**config.mk**
```make
export PLATFORM = sky130hd
export DESIGN_NAME = pd_driven_mass_damper_step_core_flat
export DESIGN_NICKNAME = d
export VERILOG_FILES = /design/src/design/pdmd_pkg.sv /design/src/design/pdmd_in_if.sv /design/src/design/pdmd_out_if.sv /design/src/design/pdmd_mul.sv /design/src/design/pdmd_div.sv /design/src/design/pdmd_store.sv /design/src/design/pd_driven_mass_damper_step_core.sv /design/src/flat_wrapper.sv
export SDC_FILE = /design/constraint.sdc
export NUM_CORES = 2
export LEC_CHECK = 0
export BUFFER_PORTS_ARGS = -buffer_cell sky130_fd_sc_hd__clkbuf_2
export CORE_MARGIN = 5
export CORE_UTILIZATION = 50
export DETAILED_ROUTE_END_ITERATION = 6
export PLACE_DENSITY = 0.77
export RECOVER_POWER = 50
export SYNTH_ARGS = -nofsm -noshare
export SYNTH_HDL_FRONTEND = slang
export SYNTH_SLANG_ARGS = --single-unit
```
**constraint.sdc**
```tcl
create_clock -name clk -period 12.5 [get_ports clk]
set_input_delay 1.25 -clock clk [delete_from_list [all_inputs] [get_ports clk]]
set_output_delay 1.25 -clock clk [all_outputs]
set_load 0.01 [all_outputs]
```
**src/design/pdmd_pkg.sv**
```systemverilog
`timescale 1ns / 1ps
// -----------------------------------------------------------------------------
// pdmd_pkg
// Shared widths, register map, status structs and saturation helpers for the
// PD-driven mass-damper step core.
// -----------------------------------------------------------------------------
package pdmd_pkg;

	// Serial multiplier: signed multiplicand, unsigned multiplier scanned LSB first.
	localparam int MUL_A_W   = 33;
	localparam int MUL_B_W   = 32;
	localparam int MUL_P_W   = MUL_A_W + MUL_B_W;
	localparam int MUL_CNT_W = $clog2(MUL_B_W + 1);

	// Serial divider: 64-bit numerator, 31-bit divisor, quotient bits kept.
	localparam int DIV_N_W   = 64;
	localparam int DIV_D_W   = 31;
	localparam int DIV_STEPS = DIV_N_W - DIV_D_W;
	localparam int DIV_CNT_W = $clog2(DIV_STEPS + 1);

	localparam int VAL_W  = 32;
	localparam int COST_W = 63;
	localparam int GAIN_W = 31;
	localparam int TS_W   = 17;

	localparam logic signed [VAL_W-1:0] VAL_MAX = {1'b0, {(VAL_W-1){1'b1}}};
	localparam logic signed [VAL_W-1:0] VAL_MIN = {1'b1, {(VAL_W-1){1'b0}}};
	localparam logic [COST_W-1:0] COST_MAX = {COST_W{1'b1}};

	// Register map, one 32-bit word per register.
	localparam int PADDR_W   = 5;
	localparam int REG_IDX_W = PADDR_W - 2;
	localparam logic [REG_IDX_W-1:0] REG_MASS      = 3'd0;
	localparam logic [REG_IDX_W-1:0] REG_DAMPING   = 3'd1;
	localparam logic [REG_IDX_W-1:0] REG_GAIN_P    = 3'd2;
	localparam logic [REG_IDX_W-1:0] REG_GAIN_D    = 3'd3;
	localparam logic [REG_IDX_W-1:0] REG_TIME_STEP = 3'd4;

	localparam logic [GAIN_W-1:0] MASS_RST    = 31'd65536;
	localparam logic [GAIN_W-1:0] DAMPING_RST = 31'd65536;
	localparam logic [GAIN_W-1:0] GAIN_P_RST  = 31'd65536;
	localparam logic [GAIN_W-1:0] GAIN_D_RST  = 31'd131072;
	localparam logic [TS_W-1:0]   TS_RST      = 17'd655;

	typedef struct packed {
		logic busy;
		logic done;
	} unit_stat_t;

	typedef struct packed {
		logic rd;
		logic wr;
	} store_cmd_t;

	function automatic logic signed [63:0] sat64(input logic signed [64:0] x);
		logic signed [63:0] r;
		if (x[64] != x[63]) begin
			r = x[64] ? {1'b1, 63'b0} : {1'b0, {63{1'b1}}};
		end else begin
			r = x[63:0];
		end
		return r;
	endfunction

	function automatic logic signed [VAL_W-1:0] sat32(input logic signed [VAL_W+2:0] x);
		logic signed [VAL_W-1:0] r;
		if (x[VAL_W+2:VAL_W-1] == 4'b0000 || x[VAL_W+2:VAL_W-1] == 4'b1111) begin
			r = x[VAL_W-1:0];
		end else begin
			r = x[VAL_W+2] ? VAL_MIN : VAL_MAX;
		end
		return r;
	endfunction

endpackage

```
**src/design/pdmd_in_if.sv**
```systemverilog
`timescale 1ns / 1ps
// -----------------------------------------------------------------------------
// pdmd_in_if
// Request channel: one reference sample for one dimension.
// -----------------------------------------------------------------------------
interface pdmd_in_if;
	logic               valid;
	logic               ready;
	logic signed [31:0] ref_pos;
	logic signed [31:0] ref_vel;
	logic signed [31:0] ref_acc;
	logic [2:0]         dim_index;
	logic               restart;
	logic               last_dim;

	modport source (
		output valid, ref_pos, ref_vel, ref_acc, dim_index, restart, last_dim,
		input  ready
	);

	modport sink (
		input  valid, ref_pos, ref_vel, ref_acc, dim_index, restart, last_dim,
		output ready
	);
endinterface

```
**src/design/pdmd_out_if.sv**
```systemverilog
`timescale 1ns / 1ps
// -----------------------------------------------------------------------------
// pdmd_out_if
// Result channel: new plant state, acceleration and time-step cost.
// -----------------------------------------------------------------------------
interface pdmd_out_if;
	logic               valid;
	logic               ready;
	logic signed [31:0] pos;
	logic signed [31:0] vel;
	logic signed [31:0] acc;
	logic [2:0]         out_dim;
	logic [62:0]        step_cost;
	logic               cost_valid;

	modport source (
		output valid, pos, vel, acc, out_dim, step_cost, cost_valid,
		input  ready
	);

	modport sink (
		input  valid, pos, vel, acc, out_dim, step_cost, cost_valid,
		output ready
	);
endinterface

```
**src/design/pdmd_mul.sv**
```systemverilog
`timescale 1ns / 1ps
// -----------------------------------------------------------------------------
// pdmd_mul
// Radix-2 shift-and-add multiplier: one multiplier bit per cycle.
// -----------------------------------------------------------------------------
module pdmd_mul import pdmd_pkg::*; (
	input  logic                      clk,
	input  logic                      arst_n,
	input  logic                      go,
	input  logic signed [MUL_A_W-1:0] a,
	input  logic [MUL_B_W-1:0]        b,
	output unit_stat_t                stat,
	output logic signed [MUL_P_W-1:0] prod
);

	logic                      busy_q;
	logic                      done_q;
	logic [MUL_CNT_W-1:0]      cnt_q;
	logic signed [MUL_A_W-1:0] a_q;
	logic signed [MUL_A_W-1:0] hi_q;
	logic [MUL_B_W-1:0]        lo_q;
	logic [MUL_A_W:0]          sum;

	// The upper half accumulates; the lower half holds the remaining multiplier
	// bits and collects the low product bits as they shift out of the adder.
	always_comb begin
		sum = {hi_q[MUL_A_W-1], hi_q};
		if (lo_q[0]) begin
			sum = sum + {a_q[MUL_A_W-1], a_q};
		end
	end

	always_ff @(posedge clk or negedge arst_n) begin
		if (!arst_n) begin
			busy_q <= 1'b0;
			done_q <= 1'b0;
			cnt_q  <= '0;
		end else begin
			done_q <= 1'b0;
			if (go) begin
				busy_q <= 1'b1;
				cnt_q  <= MUL_CNT_W'(MUL_B_W);
			end else if (busy_q) begin
				cnt_q <= cnt_q - MUL_CNT_W'(1);
				if (cnt_q == MUL_CNT_W'(1)) begin
					busy_q <= 1'b0;
					done_q <= 1'b1;
				end
			end
		end
	end

	always_ff @(posedge clk) begin
		if (go) begin
			a_q  <= a;
			hi_q <= '0;
			lo_q <= b;
		end else if (busy_q) begin
			hi_q <= sum[MUL_A_W:1];
			lo_q <= {sum[0], lo_q[MUL_B_W-1:1]};
		end
	end

	assign stat.busy = busy_q;
	assign stat.done = done_q;
	assign prod      = {hi_q, lo_q};

endmodule

```
**src/design/pdmd_div.sv**
```systemverilog
`timescale 1ns / 1ps
// -----------------------------------------------------------------------------
// pdmd_div
// Restoring divider, one quotient bit per cycle, truncating toward zero and
// saturating the quotient to 32 bits signed.
// -----------------------------------------------------------------------------
module pdmd_div import pdmd_pkg::*; (
	input  logic                      clk,
	input  logic                      arst_n,
	input  logic                      go,
	input  logic signed [DIV_N_W-1:0] num,
	input  logic [DIV_D_W-1:0]        den,
	output unit_stat_t                stat,
	output logic signed [VAL_W-1:0]   quo
);

	logic                    busy_q;
	logic                    done_q;
	logic [DIV_CNT_W-1:0]    cnt_q;
	logic                    neg_q;
	logic [DIV_D_W-1:0]      den_q;
	logic [DIV_D_W-1:0]      rem_q;
	logic [DIV_STEPS-1:0]    dq_q;
	logic signed [VAL_W-1:0] quo_q;

	logic [DIV_N_W-1:0]      mag;
	logic                    early;
	logic signed [VAL_W-1:0] early_val;
	logic [DIV_D_W:0]        trial;
	logic [DIV_D_W:0]        diff;
	logic                    ge;
	logic [DIV_STEPS-1:0]    dq_nxt;
	logic                    q_big;
	logic signed [VAL_W-1:0] final_val;

	always_comb begin
		mag = num[DIV_N_W-1] ? (~num + DIV_N_W'(1)) : num;
		// A quotient of 2^33 or more, or a zero divisor, saturates at once.
		early = (num == '0) || (den == '0) || (mag[DIV_N_W-1 -: DIV_D_W] >= den);
		if (num == '0) begin
			early_val = '0;
		end else if (num[DIV_N_W-1]) begin
			early_val = VAL_MIN;
		end else begin
			early_val = VAL_MAX;
		end

		trial  = {rem_q, dq_q[DIV_STEPS-1]};
		diff   = trial - {1'b0, den_q};
		ge     = (trial >= {1'b0, den_q});
		dq_nxt = {dq_q[DIV_STEPS-2:0], ge};

		// Negative quotients may reach 2^31, positive ones only 2^31 - 1.
		if (neg_q) begin
			q_big     = (dq_nxt[DIV_STEPS-1:VAL_W] != '0) ||
			            (dq_nxt[VAL_W-1] && (dq_nxt[VAL_W-2:0] != '0));
			final_val = q_big ? VAL_MIN : (~dq_nxt[VAL_W-1:0] + VAL_W'(1));
		end else begin
			q_big     = (dq_nxt[DIV_STEPS-1:VAL_W-1] != '0);
			final_val = q_big ? VAL_MAX : dq_nxt[VAL_W-1:0];
		end
	end

	always_ff @(posedge clk or negedge arst_n) begin
		if (!arst_n) begin
			busy_q <= 1'b0;
			done_q <= 1'b0;
			cnt_q  <= '0;
		end else begin
			done_q <= 1'b0;
			if (go) begin
				if (early) begin
					done_q <= 1'b1;
				end else begin
					busy_q <= 1'b1;
					cnt_q  <= DIV_CNT_W'(DIV_STEPS);
				end
			end else if (busy_q) begin
				cnt_q <= cnt_q - DIV_CNT_W'(1);
				if (cnt_q == DIV_CNT_W'(1)) begin
					busy_q <= 1'b0;
					done_q <= 1'b1;
				end
			end
		end
	end

	always_ff @(posedge clk) begin
		if (go) begin
			neg_q <= num[DIV_N_W-1];
			den_q <= den;
			rem_q <= mag[DIV_N_W-1 -: DIV_D_W];
			dq_q  <= mag[DIV_STEPS-1:0];
			quo_q <= early_val;
		end else if (busy_q) begin
			rem_q <= ge ? diff[DIV_D_W-1:0] : trial[DIV_D_W-1:0];
			dq_q  <= dq_nxt;
			if (cnt_q == DIV_CNT_W'(1)) begin
				quo_q <= final_val;
			end
		end
	end

	assign stat.busy = busy_q;
	assign stat.done = done_q;
	assign quo       = quo_q;

endmodule

```
**src/design/pdmd_store.sv**
```systemverilog
`timescale 1ns / 1ps
// -----------------------------------------------------------------------------
// pdmd_store
// Per-dimension plant position and velocity, with a valid bit per entry so
// that entries not yet written read as zero after reset.
// -----------------------------------------------------------------------------
module pdmd_store import pdmd_pkg::*; #(
	parameter  int DIMS = 8,
	localparam int AW   = (DIMS > 1) ? $clog2(DIMS) : 1
) (
	input  logic                    clk,
	input  logic                    arst_n,
	input  store_cmd_t              cmd,
	input  logic [AW-1:0]           addr,
	input  logic signed [VAL_W-1:0] wr_pos,
	input  logic signed [VAL_W-1:0] wr_vel,
	output logic signed [VAL_W-1:0] rd_pos,
	output logic signed [VAL_W-1:0] rd_vel
);

	logic signed [VAL_W-1:0] pos_mem [DIMS];
	logic signed [VAL_W-1:0] vel_mem [DIMS];
	logic [DIMS-1:0]         valid_q;
	logic                    vld_rd_q;
	logic signed [VAL_W-1:0] pos_rd_q;
	logic signed [VAL_W-1:0] vel_rd_q;

	always_ff @(posedge clk) begin
		if (cmd.wr) begin
			pos_mem[addr] <= wr_pos;
			vel_mem[addr] <= wr_vel;
		end
		if (cmd.rd) begin
			pos_rd_q <= pos_mem[addr];
			vel_rd_q <= vel_mem[addr];
		end
	end

	always_ff @(posedge clk or negedge arst_n) begin
		if (!arst_n) begin
			valid_q  <= '0;
			vld_rd_q <= 1'b0;
		end else begin
			if (cmd.wr) begin
				valid_q[addr] <= 1'b1;
			end
			if (cmd.rd) begin
				vld_rd_q <= valid_q[addr];
			end
		end
	end

	assign rd_pos = vld_rd_q ? pos_rd_q : '0;
	assign rd_vel = vld_rd_q ? vel_rd_q : '0;

endmodule

```
**src/design/pd_driven_mass_damper_step_core.sv**
```systemverilog
`timescale 1ns / 1ps
// -----------------------------------------------------------------------------
// pd_driven_mass_damper_step_core
// One Euler step of a PD-driven mass-damper plant per request, Q16.16.
// -----------------------------------------------------------------------------
// Usage:
// A request on req carries a reference position, velocity and acceleration for
// one dimension. The core forms the PD plus feed-forward numerator, divides it
// by the mass, integrates velocity and position and returns one result on rsp
// with the new state, the acceleration and, when last_dim was set, the summed
// squared accelerations of the time step. Both channels use valid/ready.
// Requests are taken one at a time. Each result needs six products on the shared
// bit-serial multiplier and one 33-step restoring division; the divider ends at
// once when the quotient saturates or the mass is zero. The next request can be
// taken in the cycle after the result is loaded; no new request is accepted
// before the last one has finished.
// A finished result sits in an output register; a new request is accepted while
// it waits, and the core holds its next result until rsp is free.
// Reset clears all plant state to zero (per-entry valid bits, no clearing pass),
// zeroes the cost sum, loads the register defaults. The user must write registers
// through the APB port only while no request is in flight; this is unchecked.
// -----------------------------------------------------------------------------
module pd_driven_mass_damper_step_core import pdmd_pkg::*; #(
	parameter int DIMS = 8
) (
	input  logic               clk,
	input  logic               arst_n,
	pdmd_in_if.sink            req,
	pdmd_out_if.source         rsp,
	input  logic               psel,
	input  logic               penable,
	input  logic               pwrite,
	input  logic [PADDR_W-1:0] paddr,
	input  logic [31:0]        pwdata,
	output logic [31:0]        prdata,
	output logic               pready
);

	localparam int AW = (DIMS > 1) ? $clog2(DIMS) : 1;
	localparam logic [6:0] DIMS_C = 7'(DIMS);

	typedef enum logic [3:0] {
		S_IDLE,
		S_READ,
		S_LOAD,
		S_MASS,
		S_GP,
		S_GD,
		S_DIV,
		S_VSTEP,
		S_PSTEP,
		S_SQ,
		S_DONE
	} state_t;

	state_t state_q;

	logic [GAIN_W-1:0] mass_q;
	logic [GAIN_W-1:0] damping_q;
	logic [GAIN_W-1:0] gain_p_q;
	logic [GAIN_W-1:0] gain_d_q;
	logic [TS_W-1:0]   time_step_q;

	logic signed [VAL_W-1:0] rp_q, rv_q, ra_q;
	logic [2:0]              dim_q;
	logic                    restart_q;
	logic                    last_q;
	logic [AW-1:0]           slot_q;
	logic signed [VAL_W-1:0] p_q, v_q;
	logic signed [63:0]      num_q;
	logic signed [VAL_W-1:0] acc_q, nv_q, np_q;
	logic [COST_W-1:0]       sq_q;
	logic [COST_W-1:0]       cost_q;

	logic                    out_valid_q;
	logic signed [VAL_W-1:0] res_pos_q, res_vel_q, res_acc_q;
	logic [2:0]              res_dim_q;
	logic [COST_W-1:0]       res_cost_q;
	logic                    res_cv_q;

	logic                      mul_go_q;
	logic signed [MUL_A_W-1:0] mul_a_q;
	logic [MUL_B_W-1:0]        mul_b_q;
	unit_stat_t                mul_stat;
	logic signed [MUL_P_W-1:0] mul_prod;
	logic                      div_go_q;
	unit_stat_t                div_stat;
	logic signed [VAL_W-1:0]   div_quo;

	store_cmd_t              st_cmd;
	logic signed [VAL_W-1:0] st_pos, st_vel;

	logic                    cfg_wr;
	logic [REG_IDX_W-1:0]    cfg_idx;
	logic [6:0]              slot_w;
	logic [AW-1:0]           slot_c;
	logic                    out_free;
	logic                    out_load;
	logic signed [32:0]      dp_c, dv_c;
	logic signed [64:0]      num_sum_c;
	logic signed [VAL_W-1:0] base_c;
	logic signed [VAL_W-1:0] euler_c;
	logic signed [32:0]      acc_ext_c;
	logic signed [32:0]      acc_mag_c;
	logic [COST_W:0]         cost_sum_c;
	logic [COST_W-1:0]       cost_new_c;

	// ---------------------------------------------------------------- registers
	assign cfg_wr  = psel && penable && pwrite && pready;
	assign cfg_idx = paddr[PADDR_W-1:2];
	assign pready  = 1'b1;

	always_ff @(posedge clk or negedge arst_n) begin
		if (!arst_n) begin
			mass_q      <= MASS_RST;
			damping_q   <= DAMPING_RST;
			gain_p_q    <= GAIN_P_RST;
			gain_d_q    <= GAIN_D_RST;
			time_step_q <= TS_RST;
		end else if (cfg_wr) begin
			case (cfg_idx)
				REG_MASS:      mass_q      <= pwdata[GAIN_W-1:0];
				REG_DAMPING:   damping_q   <= pwdata[GAIN_W-1:0];
				REG_GAIN_P:    gain_p_q    <= pwdata[GAIN_W-1:0];
				REG_GAIN_D:    gain_d_q    <= pwdata[GAIN_W-1:0];
				REG_TIME_STEP: time_step_q <= pwdata[TS_W-1:0];
				default: ;
			endcase
		end
	end

	always_comb begin
		case (cfg_idx)
			REG_MASS:      prdata = {1'b0, mass_q};
			REG_DAMPING:   prdata = {1'b0, damping_q};
			REG_GAIN_P:    prdata = {1'b0, gain_p_q};
			REG_GAIN_D:    prdata = {1'b0, gain_d_q};
			REG_TIME_STEP: prdata = {15'b0, time_step_q};
			default:       prdata = '0;
		endcase
	end

	// ----------------------------------------------------------------- datapath
	// Dimension indexes beyond the table wrap around modulo DIMS.
	always_comb begin
		slot_w = {4'b0, req.dim_index};
		for (int i = 0; i < 8; i++) begin
			if (slot_w >= DIMS_C) begin
				slot_w = slot_w - DIMS_C;
			end
		end
		slot_c = slot_w[AW-1:0];
	end

	assign dp_c      = {rp_q[VAL_W-1], rp_q} - {p_q[VAL_W-1], p_q};
	assign dv_c      = {rv_q[VAL_W-1], rv_q} - {v_q[VAL_W-1], v_q};
	assign num_sum_c = {num_q[63], num_q} + {mul_prod[63], mul_prod[63:0]};

	// Shared Euler update: the product is floored by 2^16 and added to the
	// old velocity, then to the old position.
	assign base_c  = (state_q == S_VSTEP) ? v_q : p_q;
	assign euler_c = sat32({{3{base_c[VAL_W-1]}}, base_c} + mul_prod[50:16]);

	assign acc_ext_c = {acc_q[VAL_W-1], acc_q};
	assign acc_mag_c = acc_q[VAL_W-1] ? (~acc_ext_c + 33'sd1) : acc_ext_c;

	assign cost_sum_c = {1'b0, cost_q} + {1'b0, sq_q};
	assign cost_new_c = cost_sum_c[COST_W] ? COST_MAX : cost_sum_c[COST_W-1:0];

	assign out_free  = !out_valid_q || rsp.ready;
	assign out_load  = (state_q == S_DONE) && out_free;
	assign req.ready = (state_q == S_IDLE);

	assign st_cmd.rd = (state_q == S_READ);
	assign st_cmd.wr = out_load;

	// ------------------------------------------------------------------ control
	always_ff @(posedge clk or negedge arst_n) begin
		if (!arst_n) begin
			state_q     <= S_IDLE;
			rp_q        <= '0;
			rv_q        <= '0;
			ra_q        <= '0;
			dim_q       <= '0;
			restart_q   <= 1'b0;
			last_q      <= 1'b0;
			slot_q      <= '0;
			p_q         <= '0;
			v_q         <= '0;
			num_q       <= '0;
			acc_q       <= '0;
			nv_q        <= '0;
			np_q        <= '0;
			sq_q        <= '0;
			cost_q      <= '0;
			out_valid_q <= 1'b0;
			res_pos_q   <= '0;
			res_vel_q   <= '0;
			res_acc_q   <= '0;
			res_dim_q   <= '0;
			res_cost_q  <= '0;
			res_cv_q    <= 1'b0;
			mul_go_q    <= 1'b0;
			mul_a_q     <= '0;
			mul_b_q     <= '0;
			div_go_q    <= 1'b0;
		end else begin
			mul_go_q <= 1'b0;
			div_go_q <= 1'b0;
			if (out_valid_q && rsp.ready) begin
				out_valid_q <= 1'b0;
			end
			case (state_q)
				S_IDLE: begin
					if (req.valid) begin
						rp_q      <= req.ref_pos;
						rv_q      <= req.ref_vel;
						ra_q      <= req.ref_acc;
						dim_q     <= req.dim_index;
						restart_q <= req.restart;
						last_q    <= req.last_dim;
						slot_q    <= slot_c;
						state_q   <= S_READ;
					end
				end
				S_READ: begin
					state_q <= S_LOAD;
				end
				S_LOAD: begin
					p_q      <= restart_q ? '0 : st_pos;
					v_q      <= restart_q ? '0 : st_vel;
					mul_a_q  <= {ra_q[VAL_W-1], ra_q};
					mul_b_q  <= {1'b0, mass_q};
					mul_go_q <= 1'b1;
					state_q  <= S_MASS;
				end
				S_MASS: begin
					if (mul_stat.done) begin
						num_q    <= mul_prod[63:0];
						mul_a_q  <= dp_c;
						mul_b_q  <= {1'b0, gain_p_q};
						mul_go_q <= 1'b1;
						state_q  <= S_GP;
					end
				end
				S_GP: begin
					if (mul_stat.done) begin
						num_q    <= sat64(num_sum_c);
						mul_a_q  <= dv_c;
						mul_b_q  <= {1'b0, gain_d_q};
						mul_go_q <= 1'b1;
						state_q  <= S_GD;
					end
				end
				S_GD: begin
					if (mul_stat.done) begin
						num_q    <= sat64(num_sum_c);
						div_go_q <= 1'b1;
						state_q  <= S_DIV;
					end
				end
				S_DIV: begin
					if (div_stat.done) begin
						acc_q    <= div_quo;
						mul_a_q  <= {div_quo[VAL_W-1], div_quo};
						mul_b_q  <= {15'b0, time_step_q};
						mul_go_q <= 1'b1;
						state_q  <= S_VSTEP;
					end
				end
				S_VSTEP: begin
					if (mul_stat.done) begin
						// The position step uses the new velocity.
						nv_q     <= euler_c;
						mul_a_q  <= {euler_c[VAL_W-1], euler_c};
						mul_b_q  <= {15'b0, time_step_q};
						mul_go_q <= 1'b1;
						state_q  <= S_PSTEP;
					end
				end
				S_PSTEP: begin
					if (mul_stat.done) begin
						np_q     <= euler_c;
						mul_a_q  <= acc_mag_c;
						mul_b_q  <= acc_mag_c[MUL_B_W-1:0];
						mul_go_q <= 1'b1;
						state_q  <= S_SQ;
					end
				end
				S_SQ: begin
					if (mul_stat.done) begin
						sq_q    <= mul_prod[COST_W-1:0];
						state_q <= S_DONE;
					end
				end
				S_DONE: begin
					if (out_free) begin
						out_valid_q <= 1'b1;
						res_pos_q   <= np_q;
						res_vel_q   <= nv_q;
						res_acc_q   <= acc_q;
						res_dim_q   <= dim_q;
						res_cv_q    <= last_q;
						if (last_q) begin
							res_cost_q <= cost_new_c;
							cost_q     <= '0;
						end else begin
							res_cost_q <= '0;
							cost_q     <= cost_new_c;
						end
						state_q <= S_IDLE;
					end
				end
				default: begin
					state_q <= S_IDLE;
				end
			endcase
		end
	end

	assign rsp.valid      = out_valid_q;
	assign rsp.pos        = res_pos_q;
	assign rsp.vel        = res_vel_q;
	assign rsp.acc        = res_acc_q;
	assign rsp.out_dim    = res_dim_q;
	assign rsp.step_cost  = res_cost_q;
	assign rsp.cost_valid = res_cv_q;

	// ------------------------------------------------------------ instances
	pdmd_mul u_mul (
		.clk    (clk),
		.arst_n (arst_n),
		.go     (mul_go_q),
		.a      (mul_a_q),
		.b      (mul_b_q),
		.stat   (mul_stat),
		.prod   (mul_prod)
	);

	pdmd_div u_div (
		.clk    (clk),
		.arst_n (arst_n),
		.go     (div_go_q),
		.num    (num_q),
		.den    (mass_q),
		.stat   (div_stat),
		.quo    (div_quo)
	);

	pdmd_store #(
		.DIMS (DIMS)
	) u_store (
		.clk    (clk),
		.arst_n (arst_n),
		.cmd    (st_cmd),
		.addr   (slot_q),
		.wr_pos (np_q),
		.wr_vel (nv_q),
		.rd_pos (st_pos),
		.rd_vel (st_vel)
	);

	// ----------------------------------------------------------- assertions
	a_mul_not_busy: assert property (@(posedge clk) disable iff (!arst_n)
		mul_go_q |-> !mul_stat.busy)
		else $error("multiplier started while a product is in progress");

	a_div_not_busy: assert property (@(posedge clk) disable iff (!arst_n)
		div_go_q |-> !div_stat.busy)
		else $error("divider started while a quotient is in progress");

	a_one_unit: assert property (@(posedge clk) disable iff (!arst_n)
		!(mul_go_q && div_go_q))
		else $error("multiplier and divider started together");

	a_result_from_done: assert property (@(posedge clk) disable iff (!arst_n)
		$rose(out_valid_q) |-> $past(state_q == S_DONE))
		else $error("result raised outside the completion state");

	a_cost_cleared: assert property (@(posedge clk) disable iff (!arst_n)
		(out_load && last_q) |=> (cost_q == '0))
		else $error("cost sum not cleared after closing a time step");

endmodule
```
**src/flat_wrapper.sv**
```systemverilog
// flat-port wrapper written by rule: the top's interface ports become plain ports
module pd_driven_mass_damper_step_core_flat import pdmd_pkg::*;
#(
	parameter int DIMS = 8
)
  (clk, arst_n, psel, penable, pwrite, paddr, pwdata, prdata, pready, req_valid, req_ref_pos, req_ref_vel, req_ref_acc, req_dim_index, req_restart, req_last_dim, req_ready, rsp_valid, rsp_pos, rsp_vel, rsp_acc, rsp_out_dim, rsp_step_cost, rsp_cost_valid, rsp_ready);
  pdmd_in_if req_i ();
  pdmd_out_if rsp_i ();
  input  logic clk;
  input  logic arst_n;
  input  logic psel;
  input  logic penable;
  input  logic pwrite;
  input  logic [PADDR_W-1:0] paddr;
  input  logic [31:0] pwdata;
  output logic [31:0] prdata;
  output logic pready;
  input wire logic [$bits(req_i.valid)-1:0] req_valid;
  input wire logic [$bits(req_i.ref_pos)-1:0] req_ref_pos;
  input wire logic [$bits(req_i.ref_vel)-1:0] req_ref_vel;
  input wire logic [$bits(req_i.ref_acc)-1:0] req_ref_acc;
  input wire logic [$bits(req_i.dim_index)-1:0] req_dim_index;
  input wire logic [$bits(req_i.restart)-1:0] req_restart;
  input wire logic [$bits(req_i.last_dim)-1:0] req_last_dim;
  output wire logic [$bits(req_i.ready)-1:0] req_ready;
  output wire logic [$bits(rsp_i.valid)-1:0] rsp_valid;
  output wire logic [$bits(rsp_i.pos)-1:0] rsp_pos;
  output wire logic [$bits(rsp_i.vel)-1:0] rsp_vel;
  output wire logic [$bits(rsp_i.acc)-1:0] rsp_acc;
  output wire logic [$bits(rsp_i.out_dim)-1:0] rsp_out_dim;
  output wire logic [$bits(rsp_i.step_cost)-1:0] rsp_step_cost;
  output wire logic [$bits(rsp_i.cost_valid)-1:0] rsp_cost_valid;
  input wire logic [$bits(rsp_i.ready)-1:0] rsp_ready;
  assign req_i.valid = req_valid;
  assign req_i.ref_pos = req_ref_pos;
  assign req_i.ref_vel = req_ref_vel;
  assign req_i.ref_acc = req_ref_acc;
  assign req_i.dim_index = req_dim_index;
  assign req_i.restart = req_restart;
  assign req_i.last_dim = req_last_dim;
  assign req_ready = req_i.ready;
  assign rsp_valid = rsp_i.valid;
  assign rsp_pos = rsp_i.pos;
  assign rsp_vel = rsp_i.vel;
  assign rsp_acc = rsp_i.acc;
  assign rsp_out_dim = rsp_i.out_dim;
  assign rsp_step_cost = rsp_i.step_cost;
  assign rsp_cost_valid = rsp_i.cost_valid;
  assign rsp_i.ready = rsp_ready;
  pd_driven_mass_damper_step_core #(.DIMS(DIMS)) u_core (.clk(clk), .arst_n(arst_n), .req(req_i), .rsp(rsp_i), .psel(psel), .penable(penable), .pwrite(pwrite), .paddr(paddr), .pwdata(pwdata), .prdata(prdata), .pready(pready));
endmodule
```
==> out/qor.json <==
{
  "ratio_of_routed_vias_to_standard_cells": {"value": 6.41},
  "worst_setup_path_startpoint": {"value": "arst_n"},
  "synth_top_cells_by_area": {"value": "sky130_fd_sc_hd__edfxtp_1 (27%), sky130_fd_sc_hd__dfrtp_1 (25%), sky130_fd_sc_hd__mux2_2 (5.6%), sky130_fd_sc_hd__ha_1 (4.8%), sky130_fd_sc_hd__nand2_1 (4.6%)"},
  "number_of_antenna_violations_at_the_first_check_in_global_routing": {"value": 20},
  "use_met2": {"value": 0.485},
  "critPathBufInv": {"value": 3},
  "synthFlopType": {"value": "sky130_fd_sc_hd__dfrtp_1"},
  "synth_cells": {"value": 8105},
  "irDropWorstVdd": {"value": 128, "unit": "uV"},
  "grt_setup_unrepaired": {"value": "no"},
  "critPathArrivalTime": {"value": 9.23, "unit": "ns"},
  "failed_checks": {"value": "capacitance limit, slew limit"},
  "crit_fanout": {"value": 85},
  "ctsLongestPathBuffers": {"value": 3},
  "yosysMostFrequentCell": {"value": "sky130_fd_sc_hd__nand2_1"},
  "min_delay_startpoint": {"value": "u_core.mul_a_q[1]"},
  "core-area": {"value": 0.171, "unit": "mm2"},
  "flip_flop_and_latch_area": {"value": 0.0451, "unit": "mm2"},
  "p_leak": {"value": 40.7, "unit": "nW"},
  "finalMaxSlewViolations": {"value": 1392},
  "postRouteWirelength": {"value": 294000, "unit": "um"},
  "post_synth_num_cell_types": {"value": 105},
  "dieHeight": {"value": 424, "unit": "um"},
  "outcome": {"value": "complete, but fails checks"},
  "start_util": {"value": 0.501},
  "number_of_hold_buffers_added_after_cts": {"value": 0},
  "criticalPathCategory": {"value": "primary input to async pin"},
  "worstSetupStartpointType": {"value": "primary input"},
  "post-layout-total-power": {"value": 11.6, "unit": "mW"},
  "place.detailed.hpwl": {"value": 209000, "unit": "um"},
  "cp_cell_sequence": {"value": "clkbuf_1 -> clkbuf_1 -> buf_4"},
  "drive_gt1_frac": {"value": 0.135},
  "via_count": {"value": 68400},
  "seq_power_share": {"value": 0.506},
  "yosysTopAreaCellShare": {"value": 0.269},
  "ys_top_cells_by_count": {"value": "sky130_fd_sc_hd__nand2_1 (1043), sky130_fd_sc_hd__dfrtp_1 (842), sky130_fd_sc_hd__edfxtp_1 (769)"},
  "cts.repair.resized": {"value": 0},
  "timing.hold.worst.class": {"value": "flip-flop to flip-flop"},
  "grt_max_degree": {"value": 158},
  "netSwitchingFraction": {"value": 0.226},
  "internal_power": {"value": 9.00, "unit": "mW"},
  "routabilityCongestion": {"value": 1.04},
  "maxCapViolCount": {"value": 27},
  "power_frac_clock": {"value": 0.466},
  "worst-path-stages": {"value": 3},
  "area_growth_syn_to_layout": {"value": 11.2, "unit": "%"},
  "met1_global_route_usage": {"value": 0.406},
  "die_area": {"value": 0.180, "unit": "mm2"},
  "worst_path_dominant_cell_family": {"value": "buffers and inverters"},
  "synth_seq_area_share": {"value": 0.525},
  "timing.critical_path.slowest_cell_delay": {"value": 3.64, "unit": "ns"},
  "power_density": {"value": 122, "unit": "mW/mm2"},
  "p_comb_frac": {"value": 0.029},
  "tightestPinTransition": {"value": 5.34, "unit": "ns"},
  "multi_input_comb_area": {"value": 0.0382, "unit": "mm2"},
  "postRouteAntennaNets": {"value": 0},
  "clock_tree.root_cell": {"value": "sky130_fd_sc_hd__clkbuf_16"},
  "synth.cell_area": {"value": 0.0858, "unit": "mm2"},
  "max_clock_freq": {"value": 118, "unit": "MHz"},
  "clk_transition_reported_paths": {"value": 0.07, "unit": "ns"},
  "grt_first_pass_wirelength": {"value": 430000, "unit": "um"},
  "worst_r2r_start": {"value": "u_core.u_div.dq_q[32]"},
  "std_cell_rows": {"value": 152},
  "die_w": {"value": 424, "unit": "um"},
  "drtIter0Drc": {"value": 8411},
  "net_switching_power": {"value": 2.63, "unit": "mW"},
  "htree_num_levels": {"value": 4},
  "min_path_cells": {"value": 0},
  "synth_top_area_cell": {"value": "sky130_fd_sc_hd__edfxtp_1"},
  "buffers_inserted_during_post_cts_setup_optimization": {"value": 0},
  "wl_per_cell": {"value": 27.5, "unit": "um"},
  "groute.layer.met3.usage": {"value": 0.0663},
  "cts_bufs_inserted": {"value": 171},
  "fillers": {"value": 14300},
  "synth_async_sr_flop_share": {"value": 0.515},
  "dr.pass1.iters": {"value": 6},
  "ys_seq_elements": {"value": 1654},
  "worst_clock_skew": {"value": 0.0701, "unit": "ns"},
  "detail_route.drc_violations": {"value": 0},
  "ys.warnings.count": {"value": 0},
  "final.setup.tns": {"value": 0, "unit": "ns"},
  "worst_r2r_path_depth": {"value": 23},
  "via_count_of_the_first_global_routing_pass": {"value": 65400},
  "design.final.nets": {"value": 8745},
  "number_of_hold_violations_in_the_final_report": {"value": 0},
  "gr-total-overflow": {"value": 0},
  "final_min_period_over_clock_period": {"value": 0.677},
  "port_buffers": {"value": 337},
  "cpMostUsedCell": {"value": "sky130_fd_sc_hd__clkbuf_1"},
  "timing.final.setup_violations": {"value": 0},
  "global_router_s_overall_resource_usage": {"value": 0.318},
  "synth_nets": {"value": 8584},
  "timing.critical_path.required": {"value": 13.28, "unit": "ns"},
  "critPathSlowestCell": {"value": "sky130_fd_sc_hd__clkbuf_1"},
  "tritoncts": {"value": "done"},
  "numClockSinks": {"value": 1654},
  "synth_edf_count": {"value": 769},
  "finalWorstPathRequiredPeriod": {"value": 8.46, "unit": "ns"},
  "postSynthAreaPerCell": {"value": 10.6, "unit": "um2"},
  "grt-busiest-layer": {"value": "met2"},
  "clock_insertion_delay_worst_skew": {"value": 0.87, "unit": "ns"},
  "relSlewSlack": {"value": -2.56},
  "boundaryPins": {"value": 343},
  "timing.critical_path.to_type": {"value": "async pin"}
}
## worst register-to-register path: stages (launching register included)
cell                       delay, ns
sky130_fd_sc_hd__edfxtp_1       0.40
sky130_fd_sc_hd__inv_1          0.07
sky130_fd_sc_hd__ha_1           0.17
sky130_fd_sc_hd__fa_1           0.20
sky130_fd_sc_hd__nor2b_1        0.06
sky130_fd_sc_hd__o21ai_0        0.14
sky130_fd_sc_hd__nand2b_1       0.14
sky130_fd_sc_hd__a311oi_1       0.53
sky130_fd_sc_hd__o221ai_1       0.37
sky130_fd_sc_hd__a31oi_1        0.28
sky130_fd_sc_hd__nand3_1        0.20
sky130_fd_sc_hd__a21o_1         0.22
sky130_fd_sc_hd__inv_1          0.72
sky130_fd_sc_hd__ha_1           0.36
sky130_fd_sc_hd__nand2b_1       0.17
sky130_fd_sc_hd__nor4_4         0.32
sky130_fd_sc_hd__nand4b_2       0.25
sky130_fd_sc_hd__or4_4          0.54
sky130_fd_sc_hd__or2_4          0.26
sky130_fd_sc_hd__a21oi_2        0.34
sky130_fd_sc_hd__nand2_1        0.45
sky130_fd_sc_hd__nor2_2         0.49
sky130_fd_sc_hd__a31oi_1        0.17
sky130_fd_sc_hd__o211ai_1       0.29
## routing by layer
metal | share of wire | routed length [um] | vias to the layer above
li1 | - | - | 30100
met1 | 0.37 | 110000 | 33600
met2 | 0.44 | 131000 | 3781
met3 | 0.097 | 28400 | 885
met4 | 0.084 | 24700 | 6
met5 | 0.00015 | 43 | -
## sequential cells by signal, indices dropped and copies added, names as in the netlist, 33 cells and up
name,flops
u_core.rsp.step_cost,63
u_core.sq_q,63
u_core.u_mul.hi_q,33
u_core.mul_a_q,33
u_core.u_mul.a_q,33
u_core.u_store.pos_mem,256
u_core.u_div.dq_q,33
u_core.num_q,64
u_core.cost_q,63
u_core.u_store.vel_mem,256
## power groups by stage
| stage | clock (mW) | combinational [mW] | sequential (mW) |
|---|---|---|---|
| 2_1_floorplan | 0 | 0.176 | 5.92 |
| 3_3_place_gp | 0 | 0.319 | 5.97 |
| 3_5_place_dp | 0 | 0.330 | 5.98 |
| 4_1_cts | 5.47 | 0.334 | 5.87 |
| 5_1_grt | 5.71 | 0.365 | 5.88 |
| 6_report | 5.42 | 0.334 | 5.88 |
## area by class of cell
class	instances	share of cell area
clock inverters	90	0.0125
clock buffers	233	0.0505
repair buffers	455	0.0246
multi-input cells	5741	0.401
flip-flops and latches	1654	0.472
inverters	243	0.00956
well taps	2233	0.0293
diodes	17	0.000446
## stage by stage
step                setup WS (ns)   util  area (um2)  cells  hold WS (ns)
finish                       4.04  0.558       95400  10700         0.447
global placement             5.40  0.524       89700  10300         0.442
global route                 2.91  0.558       95400  10700         0.453
floorplan                    3.29      -       85800   8105         0.425
detailed placement           5.41  0.524       89700  10300         0.450
CTS                          5.40  0.559       95700  10600         0.393
## cells by family (layout without fill, tap and decap cells)
kind of cell	after synthesis	in the layout	synth area share
multiplexers	605	605	0.0788
AND/OR/NAND/NOR	2194	2194	0.115
flip-flops	1654	1654	0.525
buffers and inverters	710	1021	0.0317
other	2	19	0.0000875
adder cells (fa/ha/maj)	334	334	0.0493
AO/OA/AOI/OAI	2275	2275	0.166
XOR/XNOR	331	331	0.0338
## placed cells by master, fill, tap and decap left out, types with 176 or more instances in the layout
| cell type | count |
|---|---|
| sky130_fd_sc_hd__inv_1 | 241 |
| sky130_fd_sc_hd__ha_1 | 327 |
| sky130_fd_sc_hd__nor2_1 | 445 |
| sky130_fd_sc_hd__clkbuf_2 | 202 |
| sky130_fd_sc_hd__mux2_2 | 422 |
| sky130_fd_sc_hd__edfxtp_1 | 769 |
| sky130_fd_sc_hd__dfrtp_1 | 838 |
| sky130_fd_sc_hd__a21oi_1 | 595 |
| sky130_fd_sc_hd__clkbuf_1 | 192 |
| sky130_fd_sc_hd__xnor2_1 | 176 |
| sky130_fd_sc_hd__nand2_1 | 1042 |
| sky130_fd_sc_hd__o21ai_0 | 674 |
## path summary, 6_finish.rpt
path | end | slack [ns]
setup / recovery | u_core.dim_q[1] | 4.04
hold / removal | u_core.u_mul.a_q[1] | 0.45
setup reg to reg | u_core.u_div.quo[11] | 5.19
hold reg to reg | u_core.u_mul.a_q[1] | 0.45
max in group clk | u_core.u_div.quo[11] | 5.19
min in group asynchronous | u_core.rsp.step_cost[42] | 2.36
No activity file was read; power rests on OpenSTA's default activity.
